[src/design/mlpfs_pkg.sv]
package mlpfs_pkg;

  localparam int QUEUE_DEPTH = 4;
  localparam int QUEUE_PTR_W = 2;

  typedef enum logic [1:0] {
    CMD_WEIGHT,
    CMD_BIAS,
    CMD_EVAL
  } cmd_t;

  typedef enum logic [1:0] {
    ST_IDLE,
    ST_RUN,
    ST_DRAIN
  } eng_state_t;

  typedef enum logic [1:0] {
    LYR_ONE,
    LYR_TWO,
    LYR_THREE
  } layer_t;

  // One classified word as it waits between front and engine.
  typedef struct packed {
    cmd_t        cmd;
    logic [7:0]  addr;
    logic [15:0] value;
    logic [15:0] x0;
    logic [15:0] x1;
    logic [15:0] x2;
  } queue_word_t;

  typedef struct packed {
    logic full;
    logic empty;
  } queue_status_t;

endpackage

[src/design/mlpfs_front.sv]
module mlpfs_front import mlpfs_pkg::*; #(
  parameter int WEIGHT_TOTAL = 115,
  parameter int BIAS_TOTAL   = 25
) (
  input  logic               item_valid,
  output logic               item_stall,
  input  logic               command,
  input  logic [7:0]         param_index,
  input  logic signed [15:0] param_value,
  input  logic signed [15:0] input_first,
  input  logic signed [15:0] input_second,
  input  logic signed [15:0] input_third,
  input  queue_status_t      q_stat,
  output logic               push,
  output queue_word_t        word
);

  logic        accept;
  logic        is_weight;
  logic        is_bias;
  logic [31:0] index_wide;

  assign item_stall = q_stat.full;
  assign accept     = item_valid && !item_stall;
  assign index_wide = 32'(param_index);
  assign is_weight  = index_wide < 32'(WEIGHT_TOTAL);
  assign is_bias    = !is_weight && (index_wide < 32'(WEIGHT_TOTAL + BIAS_TOTAL));

  always_comb begin
    word.value = param_value;
    word.x0    = input_first;
    word.x1    = input_second;
    word.x2    = input_third;
    word.addr  = param_index;
    word.cmd   = CMD_EVAL;
    push       = accept;
    if (!command) begin
      if (is_weight) begin
        word.cmd = CMD_WEIGHT;
      end else if (is_bias) begin
        word.cmd  = CMD_BIAS;
        word.addr = 8'(index_wide - 32'(WEIGHT_TOTAL));
      end else begin
        // drop loads past the end of the bias store
        push = 1'b0;
      end
    end
  end

endmodule

[src/design/mlpfs_queue.sv]
module mlpfs_queue import mlpfs_pkg::*; (
  input  logic          clk,
  input  logic          rst,
  input  logic          push,
  input  queue_word_t   word,
  input  logic          pop,
  output queue_word_t   head,
  output queue_status_t q_stat
);

  queue_word_t            slots [QUEUE_DEPTH];
  logic [QUEUE_PTR_W-1:0] wr_ptr;
  logic [QUEUE_PTR_W-1:0] rd_ptr;
  logic [QUEUE_PTR_W:0]   count;
  logic                   do_push;
  logic                   do_pop;

  assign q_stat.full  = count == (QUEUE_PTR_W + 1)'(QUEUE_DEPTH);
  assign q_stat.empty = count == '0;
  assign do_push      = push && !q_stat.full;
  assign do_pop       = pop && !q_stat.empty;
  assign head         = slots[rd_ptr];

  always_ff @(posedge clk) begin
    if (do_push) begin
      slots[wr_ptr] <= word;
    end
  end

  always_ff @(posedge clk) begin
    if (rst) begin
      wr_ptr <= '0;
      rd_ptr <= '0;
      count  <= '0;
    end else begin
      if (do_push) begin
        wr_ptr <= wr_ptr + 1'b1;
      end
      if (do_pop) begin
        rd_ptr <= rd_ptr + 1'b1;
      end
      if (do_push && !do_pop) begin
        count <= count + 1'b1;
      end else if (do_pop && !do_push) begin
        count <= count - 1'b1;
      end
    end
  end

endmodule

[src/design/mlpfs_engine.sv]
module mlpfs_engine import mlpfs_pkg::*; #(
  parameter int INPUT_COUNT         = 3,
  parameter int HIDDEN1_COUNT       = 5,
  parameter int HIDDEN2_COUNT       = 5,
  parameter int OUTPUT_COUNT        = 15,
  parameter int SIGMOID_TABLE_DEPTH = 256
) (
  input  logic          clk,
  input  logic          rst,
  input  queue_word_t   head,
  input  queue_status_t q_stat,
  output logic          pop,
  output logic          result_valid,
  input  logic          result_stall,
  output logic [3:0]    output_index,
  output logic [15:0]   output_score,
  output logic          last
);

  localparam int WEIGHT_TOTAL = HIDDEN1_COUNT * INPUT_COUNT + HIDDEN2_COUNT * HIDDEN1_COUNT
                                + OUTPUT_COUNT * HIDDEN2_COUNT;
  localparam int BIAS_TOTAL   = HIDDEN1_COUNT + HIDDEN2_COUNT + OUTPUT_COUNT;
  localparam int ACT_TOTAL    = HIDDEN1_COUNT + HIDDEN2_COUNT;
  localparam int MAX_FANIN    = (INPUT_COUNT > HIDDEN1_COUNT)
                                ? ((INPUT_COUNT > HIDDEN2_COUNT) ? INPUT_COUNT : HIDDEN2_COUNT)
                                : ((HIDDEN1_COUNT > HIDDEN2_COUNT) ? HIDDEN1_COUNT
                                                                   : HIDDEN2_COUNT);
  localparam int MAX_FANOUT   = (HIDDEN1_COUNT > HIDDEN2_COUNT)
                                ? ((HIDDEN1_COUNT > OUTPUT_COUNT) ? HIDDEN1_COUNT : OUTPUT_COUNT)
                                : ((HIDDEN2_COUNT > OUTPUT_COUNT) ? HIDDEN2_COUNT : OUTPUT_COUNT);
  localparam int WAW   = $clog2(WEIGHT_TOTAL);
  localparam int BAW   = $clog2(BIAS_TOTAL);
  localparam int AW    = $clog2(ACT_TOTAL);
  localparam int KW    = (MAX_FANIN > 1) ? $clog2(MAX_FANIN) : 1;
  localparam int NW    = (MAX_FANOUT > 1) ? $clog2(MAX_FANOUT) : 1;
  localparam int XW    = (INPUT_COUNT > 1) ? $clog2(INPUT_COUNT) : 1;
  localparam int XN    = 1 << XW;
  localparam int TW    = $clog2(SIGMOID_TABLE_DEPTH);
  localparam int DW    = $clog2(SIGMOID_TABLE_DEPTH + 1);
  localparam int ACC_W = 34 + $clog2(MAX_FANIN + 1);

  localparam logic signed [ACC_W-1:0] SAT_HI = ACC_W'(32767);
  localparam logic signed [ACC_W-1:0] SAT_LO = -ACC_W'(32768);

  typedef struct packed {
    layer_t          layer;
    logic            first;
    logic            lastk;
    logic [AW-1:0]   dest;
    logic [3:0]      oidx;
    logic            olast;
  } tag_t;

  // Long division by shift and subtract, used only to build the sigmoid table.
  function automatic logic [63:0] udiv64(input logic [63:0] num, input logic [63:0] den);
    logic [63:0] rem;
    logic [63:0] quo;
    rem = '0;
    quo = '0;
    for (int b = 63; b >= 0; b--) begin
      rem = {rem[62:0], num[b]};
      if (rem >= den) begin
        rem    = rem - den;
        quo[b] = 1'b1;
      end
    end
    return quo;
  endfunction

  // Sigmoid at the centre of bucket idx, Q0.16: exp(-|c|) from a Taylor
  // series of exp(-|c|/16) squared four times.
  function automatic logic [15:0] sig_entry(input int idx);
    longint      n;
    logic [63:0] mag;
    logic [63:0] t;
    logic [63:0] u;
    logic [63:0] term;
    logic [63:0] pos;
    logic [63:0] neg;
    logic [63:0] e;
    logic [63:0] den;
    logic [63:0] r;
    n    = longint'(8 * (2 * idx + 1)) - longint'(8 * SIGMOID_TABLE_DEPTH);
    mag  = (n < 0) ? 64'(-n) : 64'(n);
    t    = udiv64(mag << 31, 64'(SIGMOID_TABLE_DEPTH));
    u    = t >> 4;
    term = 64'd1 << 31;
    pos  = term;
    neg  = '0;
    for (int k = 1; k <= 14; k++) begin
      term = udiv64((term * u) >> 31, 64'(k));
      if (k[0]) begin
        neg = neg + term;
      end else begin
        pos = pos + term;
      end
    end
    e = pos - neg;
    for (int s = 0; s < 4; s++) begin
      e = (e * e) >> 31;
    end
    den = (64'd1 << 31) + e;
    if (n >= 0) begin
      r = udiv64((64'd1 << 47) + (den >> 1), den);
    end else begin
      r = udiv64((e << 16) + (den >> 1), den);
    end
    return (r > 64'd65535) ? 16'hFFFF : r[15:0];
  endfunction

  logic [15:0] sig_rom [SIGMOID_TABLE_DEPTH];

  for (genvar g = 0; g < SIGMOID_TABLE_DEPTH; g++) begin : g_sig
    localparam logic [15:0] SIG_VAL = sig_entry(g);
    assign sig_rom[g] = SIG_VAL;
  end

  logic signed [15:0] wmem [WEIGHT_TOTAL];
  logic signed [15:0] bmem [BIAS_TOTAL];
  logic [15:0]        act  [ACT_TOTAL];

  logic signed [15:0] x_reg [3];
  logic signed [15:0] x_val [XN];
  logic signed [15:0] item_in [3];

  eng_state_t state, state_next;
  layer_t     layer, layer_next;
  logic [NW-1:0]  n, n_next;
  logic [KW-1:0]  k, k_next;
  logic [WAW-1:0] waddr, waddr_next;
  logic [BAW-1:0] baddr, baddr_next;

  logic          advance;
  logic          issue;
  logic          pipe_empty;
  logic          last_k;
  logic          last_n;
  logic [KW-1:0] fanin_last;
  logic [NW-1:0] fanout_last;
  logic [AW-1:0] act_raddr;
  tag_t          issue_tag;

  logic                     s1v, s2v, s3v, s4v, s5v;
  tag_t                     s1_tag, s2_tag, s3_tag, s4_tag, s5_tag;
  logic signed [16:0]       s1_a;
  logic signed [15:0]       s1_w;
  logic signed [15:0]       s1_b;
  logic signed [32:0]       s2_prod;
  logic signed [31:0]       s2_b;
  logic signed [ACC_W-1:0]  acc;
  logic signed [ACC_W-1:0]  shifted;
  logic signed [15:0]       s4_q;
  logic [15:0]              offset;
  logic [15+DW:0]           scaled;
  logic [TW-1:0]            s5_idx;

  assign item_in[0] = head.x0;
  assign item_in[1] = head.x1;
  assign item_in[2] = head.x2;

  for (genvar g = 0; g < XN; g++) begin : g_x
    if (g < 3 && g < INPUT_COUNT) begin : g_live
      assign x_val[g] = x_reg[g];
    end else begin : g_zero
      assign x_val[g] = '0;
    end
  end

  assign advance    = !(result_valid && result_stall);
  assign pipe_empty = !(s1v || s2v || s3v || s4v || s5v);

  always_comb begin
    unique case (layer)
      LYR_ONE: begin
        fanin_last  = KW'(INPUT_COUNT - 1);
        fanout_last = NW'(HIDDEN1_COUNT - 1);
      end
      LYR_TWO: begin
        fanin_last  = KW'(HIDDEN1_COUNT - 1);
        fanout_last = NW'(HIDDEN2_COUNT - 1);
      end
      default: begin
        fanin_last  = KW'(HIDDEN2_COUNT - 1);
        fanout_last = NW'(OUTPUT_COUNT - 1);
      end
    endcase
  end

  assign last_k    = k == fanin_last;
  assign last_n    = n == fanout_last;
  assign act_raddr = AW'(((layer == LYR_THREE) ? HIDDEN1_COUNT : 0) + int'(k));

  assign issue_tag.layer = layer;
  assign issue_tag.first = k == '0;
  assign issue_tag.lastk = last_k;
  assign issue_tag.dest  = AW'(baddr);
  assign issue_tag.oidx  = 4'(n);
  assign issue_tag.olast = (layer == LYR_THREE) && last_n;

  always_ff @(posedge clk) begin
    if (rst) begin
      state <= ST_IDLE;
    end else begin
      state <= state_next;
    end
    layer <= layer_next;
    n     <= n_next;
    k     <= k_next;
    waddr <= waddr_next;
    baddr <= baddr_next;
  end

  always_comb begin
    state_next = state;
    layer_next = layer;
    n_next     = n;
    k_next     = k;
    waddr_next = waddr;
    baddr_next = baddr;
    pop        = 1'b0;
    issue      = 1'b0;
    unique case (state)
      ST_IDLE: begin
        if (!q_stat.empty) begin
          pop = 1'b1;
          if (head.cmd == CMD_EVAL) begin
            state_next = ST_RUN;
            layer_next = LYR_ONE;
            n_next     = '0;
            k_next     = '0;
            waddr_next = '0;
            baddr_next = '0;
          end
        end
      end
      ST_RUN: begin
        if (advance) begin
          issue      = 1'b1;
          waddr_next = waddr + 1'b1;
          if (last_k) begin
            k_next     = '0;
            baddr_next = baddr + 1'b1;
            if (last_n) begin
              n_next = '0;
              if (layer == LYR_THREE) begin
                state_next = ST_IDLE;
              end else begin
                layer_next = (layer == LYR_ONE) ? LYR_TWO : LYR_THREE;
                state_next = ST_DRAIN;
              end
            end else begin
              n_next = n + 1'b1;
            end
          end else begin
            k_next = k + 1'b1;
          end
        end
      end
      ST_DRAIN: begin
        // hold until the previous layer's activations are written back
        if (pipe_empty) begin
          state_next = ST_RUN;
        end
      end
      default: begin
        state_next = ST_IDLE;
      end
    endcase
  end

  // parameter loads and network inputs
  always_ff @(posedge clk) begin
    if (pop && head.cmd == CMD_WEIGHT) begin
      wmem[WAW'(32'(head.addr))] <= head.value;
    end
    if (pop && head.cmd == CMD_BIAS) begin
      bmem[BAW'(32'(head.addr))] <= head.value;
    end
    if (pop && head.cmd == CMD_EVAL) begin
      for (int i = 0; i < 3; i++) begin
        x_reg[i] <= item_in[i];
      end
    end
  end

  always_ff @(posedge clk) begin
    if (rst) begin
      s1v <= 1'b0;
      s2v <= 1'b0;
      s3v <= 1'b0;
      s4v <= 1'b0;
      s5v <= 1'b0;
    end else if (advance) begin
      s1v <= issue;
      s2v <= s1v;
      s3v <= s2v && s2_tag.lastk;
      s4v <= s3v;
      s5v <= s4v;
    end
  end

  always_comb begin
    shifted = (s3_tag.layer == LYR_ONE) ? (acc >>> 12) : (acc >>> 16);
    offset  = {~s4_q[15], s4_q[14:0]};
    scaled  = (16 + DW)'(offset) * (16 + DW)'(SIGMOID_TABLE_DEPTH);
  end

  always_ff @(posedge clk) begin
    if (advance) begin
      // read: weight, bias and the previous layer's value
      w_read_blk: begin
        s1_w   <= wmem[waddr];
        s1_b   <= bmem[baddr];
        s1_tag <= issue_tag;
        if (layer == LYR_ONE) begin
          s1_a <= {x_val[k[XW-1:0]][15], x_val[k[XW-1:0]]};
        end else begin
          s1_a <= {1'b0, act[act_raddr]};
        end
      end
      // multiply, align bias
      s2_prod <= 33'(s1_a) * 33'(s1_w);
      s2_b    <= (s1_tag.layer == LYR_ONE) ? {{4{s1_b[15]}}, s1_b, 12'd0} : {s1_b, 16'd0};
      s2_tag  <= s1_tag;
      // accumulate
      if (s2v) begin
        acc <= (s2_tag.first ? ACC_W'(s2_b) : acc) + ACC_W'(s2_prod);
      end
      s3_tag <= s2_tag;
      // floor to Q4.12 and saturate
      if (shifted > SAT_HI) begin
        s4_q <= 16'sh7FFF;
      end else if (shifted < SAT_LO) begin
        s4_q <= -16'sh8000;
      end else begin
        s4_q <= shifted[15:0];
      end
      s4_tag <= s3_tag;
      // bucket of the sigmoid table
      s5_idx <= scaled[TW+15:16];
      s5_tag <= s4_tag;
      // write back hidden activations
      if (s5v && s5_tag.layer != LYR_THREE) begin
        act[s5_tag.dest] <= sig_rom[s5_idx];
      end
    end
  end

  always_ff @(posedge clk) begin
    if (rst) begin
      result_valid <= 1'b0;
    end else if (advance && s5v && s5_tag.layer == LYR_THREE) begin
      result_valid <= 1'b1;
    end else if (!result_stall) begin
      result_valid <= 1'b0;
    end
  end

  always_ff @(posedge clk) begin
    if (advance && s5v && s5_tag.layer == LYR_THREE) begin
      output_index <= s5_tag.oidx;
      output_score <= sig_rom[s5_idx];
      last         <= s5_tag.olast;
    end
  end

endmodule

[src/design/mlp_forward_sigmoid_top.sv]
// Load word: written into the weight or bias store when the idle engine pops it from the queue.
// Evaluate word: one multiply-accumulate per weight on a single shared MAC, a drain after each
// hidden layer until its activations are written back, and a 5-stage pipeline; the next evaluate
// is taken only after the previous one has issued its last output-layer weight.
// One evaluation runs at a time; a four-word queue keeps accepting until full, result_stall freezes the evaluation.
// Synchronous rst clears control and empties the queue; stores are garbage until loaded.
module mlp_forward_sigmoid_top import mlpfs_pkg::*; #(
  parameter int INPUT_COUNT         = 3,
  parameter int HIDDEN1_COUNT       = 5,
  parameter int HIDDEN2_COUNT       = 5,
  parameter int OUTPUT_COUNT        = 15,
  parameter int SIGMOID_TABLE_DEPTH = 256
) (
  input  logic               clk,
  input  logic               rst,
  input  logic               item_valid,
  output logic               item_stall,
  input  logic               command,
  input  logic [7:0]         param_index,
  input  logic signed [15:0] param_value,
  input  logic signed [15:0] input_first,
  input  logic signed [15:0] input_second,
  input  logic signed [15:0] input_third,
  output logic               result_valid,
  input  logic               result_stall,
  output logic [3:0]         output_index,
  output logic [15:0]        output_score,
  output logic               last
);

  localparam int WEIGHT_TOTAL = HIDDEN1_COUNT * INPUT_COUNT + HIDDEN2_COUNT * HIDDEN1_COUNT
                                + OUTPUT_COUNT * HIDDEN2_COUNT;
  localparam int BIAS_TOTAL   = HIDDEN1_COUNT + HIDDEN2_COUNT + OUTPUT_COUNT;

  queue_status_t q_stat;
  queue_word_t   push_word;
  queue_word_t   head;
  logic          push;
  logic          pop;

  mlpfs_front #(
    .WEIGHT_TOTAL(WEIGHT_TOTAL),
    .BIAS_TOTAL  (BIAS_TOTAL)
  ) u_front (
    .item_valid  (item_valid),
    .item_stall  (item_stall),
    .command     (command),
    .param_index (param_index),
    .param_value (param_value),
    .input_first (input_first),
    .input_second(input_second),
    .input_third (input_third),
    .q_stat      (q_stat),
    .push        (push),
    .word        (push_word)
  );

  mlpfs_queue u_queue (
    .clk   (clk),
    .rst   (rst),
    .push  (push),
    .word  (push_word),
    .pop   (pop),
    .head  (head),
    .q_stat(q_stat)
  );

  mlpfs_engine #(
    .INPUT_COUNT        (INPUT_COUNT),
    .HIDDEN1_COUNT      (HIDDEN1_COUNT),
    .HIDDEN2_COUNT      (HIDDEN2_COUNT),
    .OUTPUT_COUNT       (OUTPUT_COUNT),
    .SIGMOID_TABLE_DEPTH(SIGMOID_TABLE_DEPTH)
  ) u_engine (
    .clk         (clk),
    .rst         (rst),
    .head        (head),
    .q_stat      (q_stat),
    .pop         (pop),
    .result_valid(result_valid),
    .result_stall(result_stall),
    .output_index(output_index),
    .output_score(output_score),
    .last        (last)
  );

`ifndef SYNTHESIS
  a_no_push_when_full: assert property (@(posedge clk) disable iff (rst)
    push |-> !q_stat.full)
    else $error("word pushed into a full queue");

  a_no_pop_when_empty: assert property (@(posedge clk) disable iff (rst)
    pop |-> !q_stat.empty)
    else $error("word popped from an empty queue");

  a_last_index: assert property (@(posedge clk) disable iff (rst)
    (result_valid && last) |-> (output_index == 4'(OUTPUT_COUNT - 1)))
    else $error("last flag on a score other than the final neuron");

  a_reset_clears_result: assert property (@(posedge clk)
    rst |=> !result_valid)
    else $error("result valid right after reset");
`endif

endmodule
[config.mk]
export PLATFORM = sky130hd
export DESIGN_NAME = mlp_forward_sigmoid_top
export DESIGN_NICKNAME = d
export VERILOG_FILES = /design/src/design/mlpfs_pkg.sv /design/src/design/mlpfs_front.sv /design/src/design/mlpfs_queue.sv /design/src/design/mlpfs_engine.sv /design/src/design/mlp_forward_sigmoid_top.sv
export SDC_FILE = /design/constraint.sdc
export NUM_CORES = 2
export LEC_CHECK = 0
export BUFFER_PORTS_ARGS = -buffer_cell sky130_fd_sc_hd__buf_2
export CAP_MARGIN = 20
export CORE_MARGIN = 5
export CORE_UTILIZATION = 60
export DETAILED_ROUTE_END_ITERATION = 7
export PLACE_DENSITY = 0.76
export SETUP_SLACK_MARGIN = 0.2
export SYNTH_ARGS = -nofsm -noshare
export SYNTH_HDL_FRONTEND = slang
export SYNTH_SLANG_ARGS = --single-unit
[constraint.sdc]
create_clock -name clk -period 7.2 [get_ports clk]
set_input_delay 0.36 -clock clk [delete_from_list [all_inputs] [get_ports clk]]
set_output_delay 0.36 -clock clk [all_outputs]
set_load 0.02 [all_outputs]
[Word-level counts from Yosys, hierarchy flattened]
Memories as Yosys holds them, arrays and structs flattened. A register that Yosys moved wholly into a read port is not among the register bits.
Cells that the tools add are included.
Storage, ports and cells
  memory bits (writable): 2744
  word-level logic and storage cells: 215
  output and inout bits: 23
  flip-flop bits (word level): 259
  ROM bits: 4096
  input port bits: 77
  memories kept: 6
Operators by class
  $mul: 1
  reductions and logical operators: 42
  bitwise gates (word level): 4
  add/sub/neg operators: 11
  equal/unequal tests: 19
  magnitude comparators: 6
  multiplexer cells: 76
Memory list
  (name not given): words 256, bits a word 16, read ports 1, clocked after Yosys merged registers in 0, wr ports 0, RTL line mlpfs_engine.sv:344  | act[s5_tag.dest] <= sig_rom[s5_idx];
  u_engine.wmem: words 115, bits a word 16, read ports 1, clocked after Yosys merged registers in 1, wr ports 1, RTL line mlpfs_engine.sv:118  | logic signed [15:0] wmem [WEIGHT_TOTAL];
  u_engine.bmem: words 25, bits a word 16, read ports 1, clocked after Yosys merged registers in 1, wr ports 1, RTL line mlpfs_engine.sv:119  | logic signed [15:0] bmem [BIAS_TOTAL];
  u_queue.slots: words 4, bits a word 74, read ports 1, clocked after Yosys merged registers in 1, wr ports 1, RTL line mlpfs_queue.sv:11  | queue_word_t slots [QUEUE_DEPTH];
  u_engine.act: words 10, bits a word 16, read ports 1, clocked after Yosys merged registers in 0, wr ports 1, RTL line mlpfs_engine.sv:120  | logic [15:0] act [ACT_TOTAL];
  u_engine.x_reg: words 3, bits a word 16, read ports 3, clocked after Yosys merged registers in 0, wr ports 3, RTL line mlpfs_engine.sv:122  | logic signed [15:0] x_reg [3];
Operators by type and width (number)
  16-bit 2-to-1 mux: 6
  37-bit by 33-bit adder with 37-bit output: 1
  37-bit 2-to-1 mux: 1
  2-bit 2-to-1 mux: 17
  17-bit by 16-bit multiplier with 33-bit output: 1
  16-bit binary-select mux with 2-bit select: 1
  31-bit 2-to-1 mux: 1
  25-bit by 16-bit > comparator with 1-bit output (second input constant): 1
  25-bit by 16-bit < comparator with 1-bit output (second input constant): 1
  24-bit 2-to-1 mux: 1
  3-bit 2-to-1 mux: 8
  4-bit 2-to-1 mux: 6
  7-bit 2-to-1 mux: 3
  10-bit 2-to-1 mux: 2
  5-bit 2-to-1 mux: 4
  1-bit 2-to-1 mux: 19
  1-bit logical AND: 15
  7-bit one-hot mux with 2 select lines: 1
  2-bit zero test: 5
  2-bit != test (second input constant): 5
  5-bit one-hot mux with 2 select lines: 1
  9-bit greater-or-equal comparator (second input constant): 1
  8-bit NOT with 9-bit output: 1
  2-bit equality test (second input constant): 4
  other kinds (33): 53

[Longest topological paths before layout]
  word-level depth: 11
  depth in mapped cells: 23
  mapped depth without buffers: 21

[By module]
From an unflattened synthesis, not the netlist that was laid out.
Unflattened totals
  cells, all modules: 6989
  area total of the unflattened synthesis: 130823.0 µm²
By module, submodules not included
  mlpfs_engine: area an instance 118906.5 µm², times used 1, cells an instance 6450, sequential area each 81358.0 µm²
  mlpfs_queue: area an instance 11143.2 µm², times used 1, cells an instance 434, sequential area each 9068.7 µm²
  mlpfs_front: area an instance 773.2 µm², times used 1, cells an instance 105, sequential area each 0.0 µm²

[Worst setup path after synthesis]
No wires, ideal clock.
  path type: reg2reg
  start point: reg u_engine.result_valid
  end point: reg u_engine.acc[0] (enable)
  setup time: 0.429 ns
  data arrival time: 6.031 ns
  path buffers: 1
  data required time: 6.771 ns
  cell stages (with the launch flop): 5
  period minus slack after synthesis: 6.461 ns
  setup slack: 0.739 ns
  cell sequence: dfxtp_1 -> and2_1 -> clkbuf_1 -> clkinv_1 -> and2_1
Between the ends
  word-level cells in the longest chain between the ends: 3
RTL lines
  start, declared: RTL line mlpfs_engine.sv:13  | output logic result_valid,
  start signal, assigned: RTL line mlpfs_engine.sv:351  | result_valid <= 1'b0;
  start signal, assigned: RTL line mlpfs_engine.sv:353  | result_valid <= 1'b1;
  start signal, assigned: RTL line mlpfs_engine.sv:355  | result_valid <= 1'b0;
  1-bit logical AND: RTL line mlpfs_engine.sv:169  | assign advance = !(result_valid && result_stall);
  1-bit NOT (no line)
  2-bit AND reduction (no line)
  end signal, assigned: RTL line mlpfs_engine.sv:327  | acc <= (s2_tag.first ? ACC_W'(s2_b) : acc) + ACC_W'(s2_prod);
  end, declared: RTL line mlpfs_engine.sv:150  | logic signed [ACC_W-1:0] acc;
Every way passes these cells.
A chain may end at the register's enable or synchronous reset.

[Worst setup path after layout]
  start point: reg u_engine.s1_a[9]
  end point: reg u_engine.s2_prod[25], data pin
Between the ends
  word-level cells in the longest chain between the ends: 1
RTL lines
  start, declared: RTL line mlpfs_engine.sv:145  | logic signed [16:0] s1_a;
  start signal, assigned: RTL line mlpfs_engine.sv:316  | s1_a <= {x_val[k[XW-1:0]][15], x_val[k[XW-1:0]]};
  start signal, assigned: RTL line mlpfs_engine.sv:318  | s1_a <= {1'b0, act[act_raddr]};
  17-bit by 16-bit multiplier with 33-bit output: RTL line mlpfs_engine.sv:322  | s2_prod <= 33'(s1_a) * 33'(s1_w);
  end signal, assigned: RTL line mlpfs_engine.sv:322
  end, declared: RTL line mlpfs_engine.sv:148  | logic signed [32:0] s2_prod;
Every way passes these cells.

==> metrics.md <==
| Metric | Value |
|---|---|
| Run status | finished clean |
| Clock Tree Root | clkbuf_16 |
| Rows | 171 |
| DR DRC count | 0 |
| Syn Std Cell Area | 131000 µm² |
| HP Class | in -> reg |
| Via density per instance | 6.60 |
| Filler cells | 13800 |
| Setup TNS | 0 ns |
| EDFF count, synth | 2996 |
| Fmax | 150 MHz |
| Layout cells sized above 1 | 0.198 |
| Pins Over Slew Limit | 0 |
| Max-cap violation count | 0 |
| Primary FF master, synth | edfxtp_1 |
| Layout Skew | 0.0872 ns |
| Relative slew margins | 0.222 |
| GRT Residual Overflow | 0 |
| Cell count of the worst hold path | 4 |
| DR pass1 iterations | 7 |
| R2R depth | 20 |
| Async SR Flop Fraction | 0 |
| Max reg flops | 1840 |
| Synth unique cells | 72 |
| Max clock buf depth | 4 |
| Die H | 477 µm |
| Commonest non-fill, non-tap cell in the layout | edfxtp_1 |
| Initial antenna violation count | 22 |
| Die area | 227000 µm² |
| Top flop regs | u_engine.wmem (1840), u_engine.bmem (400), u_queue.slots (292) |
| Worst Path Max Fanout | 16 |
| Clk Latency, worst-skew pair | 0.95 ns |
| Synth Instances | 7326 |
| Warnings from Yosys | 0 |
| Hpwl dp | 194 mm |
| GPL Wtd Cong | 0.948 |
| Top-level I/O count | 100 |
| Die width | 477 µm |
| TritonCTS clock tree | done |
| Final Hold Fails | 0 |
| RSZ-0062 raised after global routing | false |
| Seq cells post-synth | 3013 |
| # H-tree levels | 5 |
| Initial core utilization | 0.602 |
| Syn_nets | 7833 |
| Remaining antenna violation count after routing | 0 |
| Mean Syn Cell Area | 17.8 µm² |
| Top reg by flops | u_engine.wmem |
| Tightest Pin Transition | 1.17 ns |
| Total GRT Usage | 0.289 |
| Most frequent cells in the layout | 2996 x edfxtp_1, 579 x mux4_2, 346 x nor2_1, 340 x inv_1, 333 x nand2_1 |
| Via count of the first global-routing pass | 72700 |
| First-pass GRT wire length | 485 mm |
| Tcrit/Tclk final | 0.926 |
| Final setup viols | 0 |
| Crit Path Category | reg -> reg |
| Via count | 71600 |
| Worst setup SP type | flip-flop |
| Nets | 8251 |
| WP data arrival | 7.28 ns |
| DRT Wirelength | 331 mm |
| Sequential area share after synthesis | 0.692 |
| Layout area overhead | 11.8% |
| Cts bufs inserted | 313 |
| Worst Setup End Kind | flip-flop |
| Largest net degree at the start of global routing | 142 |
| CORE AREA | 217000 µm² |
| Clk pin slew, worst setup/hold paths | 0.06 ns |
| Number of port buffers | 99 |
| Routed len/inst | 30.5 µm |
| Initial DRC count | 8952 |
| Clock Sinks | 3013 |
| Tmin final | 6.67 ns |
| CP required | 7.81 ns |
## kinds of logic (layout without fill, tap and decap cells)
group | after synthesis | in the layout | share of synthesized area
other | 0 | 19 | 0
multiplexers | 1021 | 1021 | 0.136
adder cells (fa/ha/maj) | 430 | 430 | 0.0572
buffers and inverters | 745 | 1384 | 0.0235
AO/OA/AOI/OAI | 948 | 948 | 0.0477
flip-flops | 3013 | 3013 | 0.692
AND/OR/NAND/NOR | 1080 | 1080 | 0.0378
XOR/XNOR | 89 | 89 | 0.00597
## critical path, cell delays in order, from the launching register on
cell	delay (ns)
edfxtp_1	0.65
and2_1	0.30
fa_1	0.53
inv_1	0.05
fa_1	0.46
fa_1	0.51
inv_1	0.06
fa_1	0.48
fa_1	0.49
inv_1	0.05
fa_1	0.47
inv_1	0.04
ha_1	0.33
and3_1	0.20
a31o_2	0.24
a21oi_1	0.16
o31a_1	0.24
o221ai_1	0.20
a2111oi_1	0.61
a21oi_1	0.16
xor2_1	0.16
## layout make-up
cell class	count	area (µm²)	share of cell area
timing repair buffer	501	3870	0.0265
clock buffer	378	8200	0.0562
multi-input combinational	3568	37400	0.256
antenna	19	47.5	0.000326
sequential	3013	90300	0.619
tap	2854	3570	0.0245
inverter	347	1320	0.00903
clock inverter	158	1280	0.00879
## per-layer routing
layer | track usage | wire length [µm] | vias up
li1 | - | - | 29700
met1 | 0.386 | 119000 | 36800
met2 | 0.474 | 164000 | 4203
met3 | 0.0474 | 30000 | 826
met4 | 0.132 | 17700 | 2
met5 | 0 | 13 | -
## final timing paths
kind / startpoint / endpoint / slack, ns
setup reg to reg: u_engine.s1_a[9]$_DFFE_PN_ / u_engine.s2_prod[25]$_DFFE_PN_ / 0.53
setup / recovery: u_engine.s1_a[9]$_DFFE_PN_ / u_engine.s2_prod[25]$_DFFE_PN_ / 0.53
hold / removal: item_valid / u_queue.wr_ptr[0]$_SDFFE_PP0P_ / 0.07
hold reg to reg: u_engine.s3_tag[2]$_DFFE_PN_ / u_engine.s4_tag[2]$_DFFE_PN_ / 0.40
## per-stage QoR
stage	hold slack [ns]	instance area [µm²]	util	cells	setup WS, ns
6_report	0.0737	146000	0.673	10800	0.531
4_1_cts	0.00901	145000	0.671	10800	0.240
2_1_floorplan	0.400	131000	-	7326	0.739
3_3_place_gp	0.402	135000	0.623	10200	0.434
5_1_grt	0.0552	146000	0.673	10800	0.206
3_5_place_dp	0.405	135000	0.623	10200	0.341
## synth_stat cells (8+ instances only)
| library cell | instances | area [µm²] |
|---|---|---|
| a2111oi_0 | 15 | 131 |
| a211oi_1 | 65 | 488 |
| a21o_1 | 31 | 233 |
| a21oi_1 | 261 | 1310 |
| a221oi_1 | 24 | 210 |
| a311oi_1 | 11 | 96.3 |
| a31oi_1 | 25 | 156 |
| and2_1 | 154 | 963 |
| and3_1 | 15 | 93.8 |
| buf_1 | 65 | 244 |
| buf_2 | 40 | 200 |
| buf_4 | 36 | 270 |
| buf_6 | 11 | 124 |
| clkbuf_1 | 246 | 923 |
| dfxtp_1 | 17 | 340 |
| edfxtp_1 | 2996 | 90000 |
| fa_1 | 278 | 5570 |
| ha_1 | 152 | 1900 |
| inv_1 | 343 | 1290 |
| mux2_2 | 103 | 1160 |
| mux2i_1 | 323 | 3230 |
| mux4_2 | 595 | 13400 |
| nand2_1 | 334 | 1250 |
| nand2b_1 | 31 | 194 |
| nand3_1 | 41 | 205 |
| nor2_1 | 356 | 1340 |
| nor2b_1 | 36 | 225 |
| nor3_1 | 63 | 315 |
| o211ai_1 | 20 | 150 |
| o21a_1 | 14 | 105 |
| o21ai_0 | 171 | 856 |
| o21bai_1 | 11 | 82.6 |
| o221ai_1 | 130 | 1140 |
| o22ai_1 | 78 | 488 |
| o311ai_0 | 17 | 149 |
| o31ai_1 | 26 | 195 |
| or2_2 | 8 | 50.1 |
| or3_1 | 13 | 81.3 |
| xnor2_1 | 66 | 578 |
| xor2_1 | 23 | 201 |
## timing repair
action | in CTS | in global routing
hold endpoints to repair | 303 | 0
endpoints found under the setup margin | 0 | 3
resized for setup | 0 | 6
hold buffers | 75 | 0
buffers inserted | 0 | 43
Power is left out: the tool's default activity adds up to more than one toggle a clock period on the data nets, which glitch-free logic cannot reach.
